<file path="src/rtl/spfa_ram.sv">
// ----------------------------------------------------------------------------
// spfa_ram
// Generic single-write, single-read RAM with a registered read port.
// ----------------------------------------------------------------------------
module spfa_ram #(
    parameter int WIDTH = 8,
    parameter int DEPTH = 16
) (
    input  logic                     aclk,
    input  logic                     we,
    input  logic [$clog2(DEPTH)-1:0] waddr,
    input  logic [WIDTH-1:0]         wdata,
    input  logic [$clog2(DEPTH)-1:0] raddr,
    output logic [WIDTH-1:0]         rdata
);

    logic [WIDTH-1:0] mem [DEPTH];

    always_ff @(posedge aclk) begin
        if (we) begin
            mem[waddr] <= wdata;
        end
        rdata <= mem[raddr];
    end

endmodule
</file>
<file path="config.mk">
export PLATFORM = sky130hd
export DESIGN_NAME = spfa_ram
export DESIGN_NICKNAME = d
export VERILOG_FILES = /design/src/rtl/spfa_ram.sv
export SDC_FILE = /design/constraint.sdc
export NUM_CORES = 1
export LEC_CHECK = 0
export ABC_AREA = 1
export CELL_PAD_IN_SITES_DETAIL_PLACEMENT = 0
export CELL_PAD_IN_SITES_GLOBAL_PLACEMENT = 1
export CORE_ASPECT_RATIO = 0.6
export CORE_MARGIN = 5
export CORE_UTILIZATION = 25
export CTS_CLUSTER_SIZE = 10
export DETAILED_ROUTE_END_ITERATION = 8
export DONT_BUFFER_PORTS = 1
export MAX_ROUTING_LAYER = met4
export PLACE_DENSITY = 0.46
export SETUP_SLACK_MARGIN = 0.15
export SYNTH_ARGS = -nofsm -noshare
export SYNTH_HDL_FRONTEND = slang
export SYNTH_SLANG_ARGS = --single-unit
export TNS_END_PERCENT = 5
</file>
<file path="constraint.sdc">
create_clock -name aclk -period 1 [get_ports aclk]
set_input_delay 0.05 -clock aclk [delete_from_list [all_inputs] [get_ports aclk]]
set_output_delay 0.05 -clock aclk [all_outputs]
set_load 0.05 [all_outputs]
</file>
* Yosys cells after proc, flatten, opt, wreduce, memory -nomap -nowiden *
Memory sizes are Yosys's and may differ from the RTL's. A register that Yosys moved wholly into a read port is not among the register bits.
Cells that the tools add are included.

storage, ports and cells
  output and inout bits = 8
  bits of input ports = 18
  memories kept = 1
  bits in registers = 0
  word-level logic and storage cells = 3
  RAM bits = 128

memories
  memory  depth  width  read ports  clocked after memory_dff  wr ports  RTL line  text
  mem     16     8      1           1                         1         17        logic [WIDTH-1:0] mem [DEPTH];

cells by class
  mux-type cells = 2

operator list
  operator          count
  1-bit 2-to-1 mux  2

* Longest topological paths before layout *
Gate-level depths: netlist of run 1.

  depth after elaboration = 2
  mapped depth = 8
  mapped depth without buffers = 7

* Worst setup path before layout of run 1 *
OpenSTA, ideal clock, no wires.

  kind = input-to-reg
  start = input port waddr[3]
  end = memory mem[4][0], enable pin
  arrival time = 0.631 ns
  setup time = 0.370 ns
  required time = 0.630 ns
  path slack = -0.001 ns
  path buffers = 0
  cell stages on the path = 2
  path through = nand3b_1 nor2_1

RTL lines
  element             RTL line  text
  start: declaration  11        input logic [$clog2(DEPTH)-1:0] waddr,
  end: declaration    17

No word-level cell before the write port.

* Worst setup path in the final report of run 1 *
  start = register rdata[6], read port of mem
  end = output port rdata[6]

RTL lines
  element             RTL line  text
  start: declaration  14        output logic [WIDTH-1:0] rdata

No word-level cell between the ends.

==> impl_summary.log, run 1 <==
INFO  metric initial_antenna_violation_count = 2
INFO  metric drt_pass1_iterations = 4
INFO  metric tightest_slew = 0.756 ns
INFO  metric worst_hold_path.num_cells = 3
INFO  metric hold-path-endpoint = rdata[4]
INFO  metric rrSetupSlack = 0.03 ns
INFO  metric post_synth_most_frequent_cells = sky130_fd_sc_hd__nand2_1, sky130_fd_sc_hd__edfxtp_1, sky130_fd_sc_hd__inv_1, sky130_fd_sc_hd__nand3_1, sky130_fd_sc_hd__nor2_1
INFO  metric grt_max_degree = 66
INFO  metric grt_pass1_vias = 3801
INFO  metric cts_max_path_buffers = 2
INFO  metric sequentialPowerShare = 0.463
INFO  metric post_drt_wl_per_cell = 18.0 um
INFO  metric avgSynthCellArea = 10.5 sq um
INFO  metric synth_top_area_frac = 0.667
INFO  metric synth.top_cells.by_area = sky130_fd_sc_hd__edfxtp_1, sky130_fd_sc_hd__nand2_1, sky130_fd_sc_hd__nand3_1
INFO  metric synth.yosys.warnings = 0
INFO  metric vias = 3732
INFO  metric critPathMaxFanout = 1
INFO  metric fillCellCount = 2369
INFO  metric worst_reg2reg_path_depth = 6
INFO  metric power.combinational.fraction = 0.075
INFO  metric cp_num_cells = 1
INFO  metric grt_pass1_wl = 25300 um
INFO  metric dieHeight = 128 um
INFO  metric power_per_cell_area = 1870 nW/um^2
INFO  metric power.share.switching = 0.232
INFO  metric placed_cells = 882
INFO  metric failed_checks = hold timing
INFO  metric root_buffer = sky130_fd_sc_hd__clkbuf_16
INFO  metric path_buf_inv = 1
INFO  metric clock_slew_at_the_register_clock_pins_of_the_worst_setup_and_hold_paths = 0.06 ns
INFO  metric fmax_achieved = 1.01 GHz
INFO  metric criticalPathCategory = flip-flop to output pin
INFO  metric rows = 43
INFO  metric tritoncts.num_buffers = 17
INFO  metric grt_overflow_total = 0
INFO  metric syn_inst = 551
INFO  metric clock-sinks = 136
INFO  metric worst_path_largest_cell_delay = 0.38 ns
INFO  metric synth_edf_count = 128
INFO  metric route.detailed.drc = 0
INFO  metric area_taken_by_multi_input_logic_gates = 1470 sq um
INFO  metric worst_r2r_endpoint = rdata[3]
INFO  metric finalWorstPathRequiredPeriod = 0.992 ns
INFO  metric cellInternalPower = 10.7 mW
INFO  metric rsz0062_at_grt = yes
INFO  metric cp-end-kind = output pin
INFO  metric power.ir.vdd_worst = 1.25 mV
INFO  metric place.port_buffers = 0
INFO  metric place.detailed.hpwl = 10300 um
INFO  metric layout-drive-gt1-share = 0.230
INFO  metric power.net_switching = 3.23 mW
INFO  metric final_report_max_slew_violation_count = 0
INFO  metric gr_usage_total = 0.138
INFO  metric register_area = 4020 sq um
INFO  metric synth.distinct_cells = 12
INFO  metric h-tree-depth = 4
INFO  metric dpl_cell_area = 6410 sq um
INFO  metric final-hold-violation-count = 8
INFO  metric cp-start-kind = flip-flop
INFO  metric syn_nets = 569
INFO  metric worst_hold_path_type = input pin to flip-flop
INFO  metric final_cells = 925
INFO  metric wl = 16700 um
INFO  metric drt-initial-drc-count = 181
INFO  metric critical_path_required = 0.95 ns
INFO  metric timing.hold.ws = -0.146 ns
INFO  metric clock_insertion_delay_worst_skew = 0.42 ns
INFO  metric finalCritPeriodShare = 0.992
INFO  metric cell_with_the_largest_stage_delay_on_the_worst_path = sky130_fd_sc_hd__dfxtp_4
INFO  metric fin_worst_skew = 0.0123 ns
INFO  metric outcome = finished, violations left
INFO  metric setup_viol_count_final = 0
INFO  metric critical_path_arrival = 0.94 ns
INFO  metric design.die.area = 26300 sq um
INFO  metric crit-reg2reg-launch = mem[0][3]
INFO  metric crit_chain = buf_8
INFO  metric synth.largest_area_cell = sky130_fd_sc_hd__edfxtp_1
INFO  metric cpLargestDelayFamily = flip-flops
INFO  metric final_net_count = 613
INFO  metric areaGrowthSynthToFinish = 29.2%
INFO  metric top_level_port_count = 26
INFO  metric cts.hold.buffers_added = 9
INFO  metric gp_congestion = 0.739
INFO  metric ys.flop_type = sky130_fd_sc_hd__edfxtp_1
INFO  metric max_cap_viols = 0
INFO  metric clk_network_pwr_share = 0.462
INFO  metric postSynth.asyncResetShare = 0
INFO  metric synth.ff_latch_count = 136
INFO  metric hold_start = raddr[2]
INFO  metric via_per_inst = 4.03
INFO  metric synthMostInstantiatedCell = sky130_fd_sc_hd__nand2_1
INFO  metric yosysSeqAreaShare = 0.694
INFO  metric slew_headroom = 0.496
INFO  metric initial_utilization = 0.252
INFO  metric cellLeakagePower = 3.16 nW
INFO  metric core_region_area = 22900 sq um
INFO  metric tritoncts_clock_tree = yes
INFO  metric mapped_cell_area = 5770 sq um
INFO  metric die_w = 206 um
INFO  metric stdcell_area = 7450 sq um
INFO  metric drtAntennaViolNets = 0
## power groups by stage
stage	clock network [mW]	logic, mW	registers (mW)
after floorplan	0	0.456	6.65
after global placement	0	0.804	6.54
after detailed placement	0	0.803	6.54
after CTS	6.57	1.02	6.44
after global routing	6.84	1.15	6.45
final	6.42	1.05	6.44
## state kept, by name, indices dropped and copies added, names as in the netlist
register / count
rdata: 8
mem: 128
## cell type report
type                            count  area share
Tap cell                          315      0.0529
Inverter                          102      0.0514
Antenna cell                        2    0.000672
Clock inverter                     15      0.0237
Sequential cell                   136       0.540
Clock buffer                       17      0.0571
Timing Repair Buffer               49      0.0769
Multi-Input combinational cell    289       0.198
## metal layers
metal  share of wire  global-route usage  vias up
li1                -                   -     1869
met1            0.52               0.207     1783
met2            0.42               0.183       66
met3           0.048              0.0307       14
met4           0.014              0.0442        0
met5               0                   -        -
## how the worst max path moves through the flow
stage	endpoint	startpoint	slack, ns
detailed placement	mem[2][6]	waddr[0]	-0.23
CTS	rdata[0]	rdata[0]	-0.02
floorplan	mem[0][0]	waddr[0]	0.02
global route	rdata[0]	rdata[0]	-0.03
finish	rdata[6]	rdata[6]	0.008
global placement	mem[2][7]	waddr[0]	-0.28
## per-stage QoR
step	setup WS [ns]	TNS, ns	hold slack [ns]	power [mW]	utilization
global placement	-0.281	-3.73	0.151	7.35	0.280
detailed placement	-0.229	-3.29	0.151	7.35	0.280
CTS	-0.0186	-0.0311	-0.165	14.0	0.319
finish	0.00761	0	-0.146	13.9	0.325
global route	-0.0252	-0.112	-0.159	14.4	0.325
floorplan	0.0210	0	0.149	7.11	-
## timing repair
item	in CTS	in global routing
pin swaps	38	22
setup buffers	0	0
endpoints found under the setup margin	16	144
hold endpoints to repair	136	8
gates resized for setup	52	35
## layout by cell type (no fill, tap or decap)
| cell | n |
|---|---|
| sky130_fd_sc_hd__nand2_1 | 168 |
| sky130_fd_sc_hd__edfxtp_1 | 128 |
| sky130_fd_sc_hd__inv_1 | 99 |
| sky130_fd_sc_hd__nand3_1 | 52 |
| sky130_fd_sc_hd__nand3_2 | 45 |
| sky130_fd_sc_hd__buf_4 | 24 |
| sky130_fd_sc_hd__clkbuf_16 | 17 |
| sky130_fd_sc_hd__nor2_1 | 9 |
| sky130_fd_sc_hd__dlymetal6s4s_1 | 9 |
| sky130_fd_sc_hd__nor2_2 | 8 |
| sky130_fd_sc_hd__buf_8 | 8 |
| sky130_fd_sc_hd__buf_12 | 8 |
| sky130_fd_sc_hd__nand2_2 | 5 |
| sky130_fd_sc_hd__clkinvlp_4 | 5 |
| sky130_fd_sc_hd__dfxtp_2 | 5 |
| sky130_fd_sc_hd__inv_2 | 3 |
| sky130_fd_sc_hd__bufinv_16 | 3 |
| sky130_fd_sc_hd__dfxtp_4 | 3 |
| sky130_fd_sc_hd__diode_2 | 2 |
| sky130_fd_sc_hd__nand3b_1 | 2 |
| sky130_fd_sc_hd__clkinv_4 | 2 |
| sky130_fd_sc_hd__inv_6 | 2 |
| sky130_fd_sc_hd__clkinv_2 | 2 |
| sky130_fd_sc_hd__clkinv_1 | 1 |
## cell families after synthesis
kind of cell	Yosys count	synth area share
DFF	136	0.694
and+or+nand+nor	289	0.210
buffers and inverters	126	0.0952
No activity file was read; power rests on OpenSTA's default activity.
==> inputs of run 2 (changes only) <==
--- a/config.mk
+++ b/config.mk
@@ -10,12 +10,12 @@
 export CELL_PAD_IN_SITES_GLOBAL_PLACEMENT = 1
 export CORE_ASPECT_RATIO = 0.6
 export CORE_MARGIN = 5
-export CORE_UTILIZATION = 25
+export CORE_UTILIZATION = 45
 export CTS_CLUSTER_SIZE = 10
 export DETAILED_ROUTE_END_ITERATION = 8
 export DONT_BUFFER_PORTS = 1
 export MAX_ROUTING_LAYER = met4
-export PLACE_DENSITY = 0.46
+export PLACE_DENSITY = 0.74
 export SETUP_SLACK_MARGIN = 0.15
 export SYNTH_ARGS = -nofsm -noshare
 export SYNTH_HDL_FRONTEND = slang
==> impl_summary.log, run 2 (synthesis results as in run 1) <==
INFO  metric clock-sinks = 136
INFO  metric cellLeakagePower = 3.08 nW
INFO  metric cp-start-kind = flip-flop
INFO  metric setup_viol_count_final = 0
INFO  metric core_region_area = 12700 sq um
INFO  metric placed_cells = 727
INFO  metric initial_utilization = 0.454
INFO  metric outcome = finished, violations left
INFO  metric finalCritPeriodShare = 0.978
INFO  metric critical_path_arrival = 0.93 ns
INFO  metric layout_top_registers = mem (128), rdata (8)
INFO  metric drt_pass1_iterations = 5
INFO  metric timing.hold.ws = -0.161 ns
INFO  metric failed_checks = hold timing
INFO  metric via_per_inst = 4.99
INFO  metric fmax_achieved = 1.02 GHz
INFO  metric setup_tns_final = 0 ns
INFO  metric max_cap_viols = 0
INFO  metric top_level_port_count = 26
INFO  metric p_total = 14.0 mW
INFO  metric cts_max_path_buffers = 2
INFO  metric grt_overflow_total = 0
INFO  metric post_drt_wl_per_cell = 18.3 um
INFO  metric tightest_slew = 0.841 ns
INFO  metric final-hold-violation-count = 8
INFO  metric rsz0062_at_grt = yes
INFO  metric cpLargestDelayFamily = flip-flops
INFO  metric place.port_buffers = 0
INFO  metric grt_pass1_wl = 21200 um
INFO  metric route.detailed.drc = 0
INFO  metric fin_worst_skew = 0.00905 ns
INFO  metric crit-reg2reg-launch = mem[10][4]
INFO  metric worst_hold_path.num_cells = 3
INFO  metric worst_reg2reg_path_depth = 6
INFO  metric power_per_cell_area = 1960 nW/um^2
INFO  metric most_common_cell_after_layout_fill_and_taps_aside = sky130_fd_sc_hd__nand2_1
INFO  metric tritoncts.num_buffers = 17
INFO  metric grt_max_degree = 66
INFO  metric hold_start = raddr[2]
INFO  metric path_buf_inv = 1
INFO  metric drt-initial-drc-count = 367
INFO  metric rrSetupSlack = 0.04 ns
INFO  metric clock_slew_at_the_register_clock_pins_of_the_worst_setup_and_hold_paths = 0.06 ns
INFO  metric cell_with_the_largest_stage_delay_on_the_worst_path = sky130_fd_sc_hd__dfxtp_4
INFO  metric worst_path_largest_cell_delay = 0.37 ns
INFO  metric place.detailed.hpwl = 8690 um
INFO  metric fillCellCount = 1073
INFO  metric mostFrequentLayoutCells = sky130_fd_sc_hd__nand2_1, sky130_fd_sc_hd__edfxtp_1, sky130_fd_sc_hd__inv_1
INFO  metric grt_pass1_vias = 3600
INFO  metric vias = 3838
INFO  metric cp-end-kind = output pin
INFO  metric gp_congestion = 0.833
INFO  metric criticalPathCategory = flip-flop to output pin
INFO  metric final_report_max_slew_violation_count = 0
INFO  metric cts.hold.buffers_added = 9
INFO  metric wl = 14100 um
INFO  metric worst_setup_path_startpoint = rdata[3]
INFO  metric rows = 32
INFO  metric crit_chain = buf_8
INFO  metric tritoncts_clock_tree = yes
INFO  metric layout-drive-gt1-share = 0.189
INFO  metric largest_register = mem
INFO  metric die_w = 156 um
INFO  metric root_buffer = sky130_fd_sc_hd__clkbuf_16
INFO  metric worst_r2r_endpoint = rdata[4]
INFO  metric drtAntennaViolNets = 0
INFO  metric areaGrowthSynthToFinish = 23.7%
INFO  metric gr_usage_total = 0.195
INFO  metric critical_path_required = 0.95 ns
INFO  metric finalWorstPathRequiredPeriod = 0.978 ns
INFO  metric dieHeight = 97.7 um
INFO  metric initial_antenna_violation_count = 1
INFO  metric critPathMaxFanout = 1
INFO  metric cp_num_cells = 1
INFO  metric final_cells = 769
INFO  metric power.ir.vdd_worst = 1.40 mV
INFO  metric largest_reg_flops = 128
INFO  metric design.die.area = 15300 sq um
INFO  metric clock_insertion_delay_worst_skew = 0.42 ns
INFO  metric h-tree-depth = 4
INFO  metric final_net_count = 603
INFO  metric crit_path_end = rdata[3]
INFO  metric worst_hold_path_type = input pin to flip-flop
INFO  metric slew_headroom = 0.440
run 2: changes by cell type in the layout (fill, tap and decap cells not counted), moves of 2 or more:
cell                             delta
sky130_fd_sc_hd__nand3_2           -16
sky130_fd_sc_hd__nand3_1           +15
sky130_fd_sc_hd__buf_4             -10
sky130_fd_sc_hd__clkinvlp_4         -2
sky130_fd_sc_hd__dlygate4sd3_1      +2
sky130_fd_sc_hd__dlymetal6s4s_1     -2
sky130_fd_sc_hd__inv_6              +2
run 2: stage by stage:
| step | util | hold WS, ns | cell area (sq um) | setup slack (ns) |
|---|---|---|---|---|
| after floorplan | - | 0.149 | 5790 | 0.0210 |
| after global placement | 0.485 | 0.150 | 6160 | -0.00426 |
| after detailed placement | 0.485 | 0.150 | 6160 | -0.0303 |
| after CTS | 0.545 | -0.158 | 6910 | 0.00453 |
| after global routing | 0.562 | -0.128 | 7140 | -0.0371 |
| final | 0.562 | -0.161 | 7140 | 0.0217 |
run 2: area by class of cell:
cell class                      instances  area (sq um)  share of cell area
Clock inverter                         14           195              0.0274
Clock buffer                           18           429              0.0601
Sequential cell                       136          4020               0.563
Tap cell                              170           213              0.0298
Multi-Input combinational cell        289          1410               0.197
Timing Repair Buffer                   39           489              0.0686
Antenna cell                            1          2.50            0.000351
Inverter                              102           383              0.0537
run 2: worst min-delay path by stage:
stage / slack, ns / endpoint
5_1_grt: -0.13 / rdata[6]
3_5_place_dp: 0.15 / mem[0][1]
3_3_place_gp: 0.15 / mem[11][7]
6_report: -0.16 / rdata[1]
4_1_cts: -0.16 / rdata[6]
2_1_floorplan: 0.15 / mem[0][0]
run 2: power by group:
part,internal (mW),switching (mW)
Combinational,0.356,0.626
Sequential,6.38,0.0593
Clock,4.19,2.40
run 2: layer usage:
metal	wire length (um)	vias to the layer above	share of wire	GRT usage
li1	-	1839	-	-
met1	6690	1824	0.47	0.305
met2	6060	161	0.43	0.251
met3	1210	14	0.086	0.0463
met4	146	0	0.010	0.0540
met5	0	-	0	-
run 2: what timing repair did:
item | 4_1_cts | 5_1_grt
setup buffers | 0 | 0
endpoints found under the hold margin | 136 | 8
pin swaps | 0 | 21
endpoints found under the setup margin | 16 | 128
resized for setup | 13 | 55
==> inputs of run 3 (changes only) <==
--- a/config.mk
+++ b/config.mk
@@ -10,12 +10,13 @@
 export CELL_PAD_IN_SITES_GLOBAL_PLACEMENT = 1
 export CORE_ASPECT_RATIO = 0.6
 export CORE_MARGIN = 5
-export CORE_UTILIZATION = 45
+export CORE_UTILIZATION = 47
+export CTS_BUF_LIST = sky130_fd_sc_hd__clkbuf_2 sky130_fd_sc_hd__clkbuf_4 sky130_fd_sc_hd__clkbuf_8
 export CTS_CLUSTER_SIZE = 10
 export DETAILED_ROUTE_END_ITERATION = 8
 export DONT_BUFFER_PORTS = 1
 export MAX_ROUTING_LAYER = met4
-export PLACE_DENSITY = 0.74
+export PLACE_DENSITY = 0.76
 export SETUP_SLACK_MARGIN = 0.15
 export SYNTH_ARGS = -nofsm -noshare
 export SYNTH_HDL_FRONTEND = slang
==> impl_summary.log, run 3 (synthesis results as in run 1) <==
INFO  metric gr-usage-met1 = 0.295
INFO  metric most_common_cell_after_layout_fill_and_taps_aside = sky130_fd_sc_hd__nand2_1
INFO  metric top_usage_layer = met1
INFO  metric finalWorstPathRequiredPeriod = 0.980 ns
INFO  metric grt_pass1_vias = 3590
INFO  metric dpl_cell_area = 6100 sq um
INFO  metric worst_hold_path_type = input pin to flip-flop
INFO  metric tritoncts.num_buffers = 17
INFO  metric finalCritPeriodShare = 0.980
INFO  metric cellInternalPower = 9.66 mW
INFO  metric h-tree-depth = 4
INFO  metric power_per_cell_area = 1780 nW/um^2
INFO  metric areaGrowthSynthToFinish = 20.3%
INFO  metric vias = 3752
INFO  metric critical_path_arrival = 0.93 ns
INFO  metric timing.hold.ws = -0.251 ns
INFO  metric max_cap_viols = 0
INFO  metric power.ir.vdd_worst = 1.04 mV
INFO  metric post_drt_wl_per_cell = 17.6 um
INFO  metric route.detailed.drc = 0
INFO  metric worst_path_largest_cell_delay = 0.35 ns
INFO  metric initial_antenna_violation_count = 2
INFO  metric mostFrequentLayoutCells = sky130_fd_sc_hd__nand2_1, sky130_fd_sc_hd__edfxtp_1, sky130_fd_sc_hd__inv_1
INFO  metric power.combinational.fraction = 0.078
INFO  metric initial_utilization = 0.480
INFO  metric power.share.switching = 0.218
INFO  metric cts.hold.buffers_added = 8
INFO  metric clock_insertion_delay_worst_skew = 0.43 ns
INFO  metric final_cells = 767
INFO  metric clock_slew_at_the_register_clock_pins_of_the_worst_setup_and_hold_paths = 0.07 ns
INFO  metric design.die.area = 14700 sq um
INFO  metric crit_chain = buf_8
INFO  metric worst_setup_slack_after_layout = 0.0200 ns
INFO  metric grt.met2_usage = 0.287
INFO  metric final-hold-violation-count = 8
INFO  metric grt_overflow_total = 0
INFO  metric cts_setup_buffers = 0
INFO  metric drtAntennaViolNets = 0
INFO  metric power.net_switching = 2.69 mW
INFO  metric core_region_area = 12000 sq um
INFO  metric top_level_port_count = 26
INFO  metric place.port_buffers = 0
INFO  metric path_buf_inv = 1
INFO  metric layout_top_registers = mem (128), rdata (8)
INFO  metric clk_network_pwr_share = 0.400
INFO  metric outcome = finished, violations left
INFO  metric root_buffer = sky130_fd_sc_hd__clkbuf_8
INFO  metric gr_usage_total = 0.203
INFO  metric critPathMaxFanout = 1
INFO  metric tightest_slew = 0.824 ns
INFO  metric dieHeight = 95.8 um
INFO  metric largest_register = mem
INFO  metric rsz0062_at_grt = yes
INFO  metric drt_pass1_iterations = 5
INFO  metric fmax_achieved = 1.02 GHz
INFO  metric place.detailed.hpwl = 8170 um
INFO  metric rows = 31
INFO  metric cpLargestDelayFamily = flip-flops
INFO  metric fillCellCount = 1031
INFO  metric clock-sinks = 136
INFO  metric cp-end-kind = output pin
INFO  metric cts_max_path_buffers = 2
INFO  metric fin_worst_skew = 0.00773 ns
INFO  metric cp-start-kind = flip-flop
INFO  metric cellLeakagePower = 3.03 nW
INFO  metric grt_max_degree = 66
INFO  metric gp_congestion = 0.795
INFO  metric critical_path_required = 0.95 ns
INFO  metric via_per_inst = 4.89
INFO  metric finalCoreUtilization = 0.577
INFO  metric wl = 13500 um
INFO  metric area_taken_by_multi_input_logic_gates = 1450 sq um
INFO  metric die_w = 153 um
INFO  metric sequentialPowerShare = 0.522
INFO  metric largest_reg_flops = 128
INFO  metric failed_checks = hold timing
INFO  metric slew_headroom = 0.450
INFO  metric stdcell_area = 6940 sq um
INFO  metric placed_cells = 724
INFO  metric met3_usage = 0.0526
INFO  metric final_net_count = 604
INFO  metric register_area = 4020 sq um
INFO  metric layout-drive-gt1-share = 0.212
INFO  metric tritoncts_clock_tree = yes
INFO  metric final_report_max_slew_violation_count = 0
INFO  metric place_ws = -0.00367 ns
INFO  metric setup_viol_count_final = 0
INFO  metric drt-initial-drc-count = 316
INFO  metric grt_pass1_wl = 21000 um
INFO  metric criticalPathCategory = flip-flop to output pin
INFO  metric cell_with_the_largest_stage_delay_on_the_worst_path = sky130_fd_sc_hd__dfxtp_2
==> run 3: cell types whose count changed in the layout (fill, tap and decap cells not counted), sizes merged <==
cell	before	now
dlygate4sd3	2	0
inv	106	102
clkinv	3	2
diode	1	3
dlymetal6s4s	7	8
buf	30	32
clkinvlp	3	2
clkbuf	18	24
==> run 3: final timing paths <==
check	startpoint	to	slack, ns	depth (start not counted)
min	raddr[3]	rdata[0]	-0.25	2
max reg2reg	mem[1][1]	rdata[1]	0.02	6
max	rdata[5]	rdata[5]	0.02	1
min reg2reg	mem[6][7]	rdata[7]	0.67	6
==> run 3: cell type report <==
class	count	area share
repair buffers	40	0.0621
multi-input cells	289	0.210
inverters	102	0.0552
flip-flops and latches	136	0.579
clock inverters	8	0.0209
clock buffers	24	0.0422
diodes	3	0.00108
well taps	165	0.0298
==> run 3: through the flow <==
stage,TNS (ns),power (mW),hold slack [ns]
after global routing,-0.142,12.8,-0.289
final,0,12.4,-0.251
after CTS,-0.0103,12.4,-0.281
after global placement,-0.00432,7.26,0.150
after detailed placement,-0.00367,7.27,0.150
after floorplan,0,7.11,0.149
==> run 3: metal layers <==
layer,part of all wire,wire (um)
met1,0.51,6920
met2,0.42,5720
met3,0.051,687
met4,0.011,146
met5,0,0
==> run 3: repair_timing <==
item | CTS | global route
endpoints found under the setup margin | 16 | 144
gates resized for setup | 55 | 21
pin swaps | 20 | 10
endpoints found under the hold margin | 136 | 8
==> run 3: power by group through the flow <==
stage / combinational, mW / sequential, mW / clock [mW]
2_1_floorplan: 0.456 / 6.65 / 0
3_3_place_gp: 0.719 / 6.55 / 0
3_5_place_dp: 0.720 / 6.55 / 0
4_1_cts: 0.941 / 6.44 / 5.02
5_1_grt: 1.05 / 6.45 / 5.32
6_report: 0.967 / 6.44 / 4.94
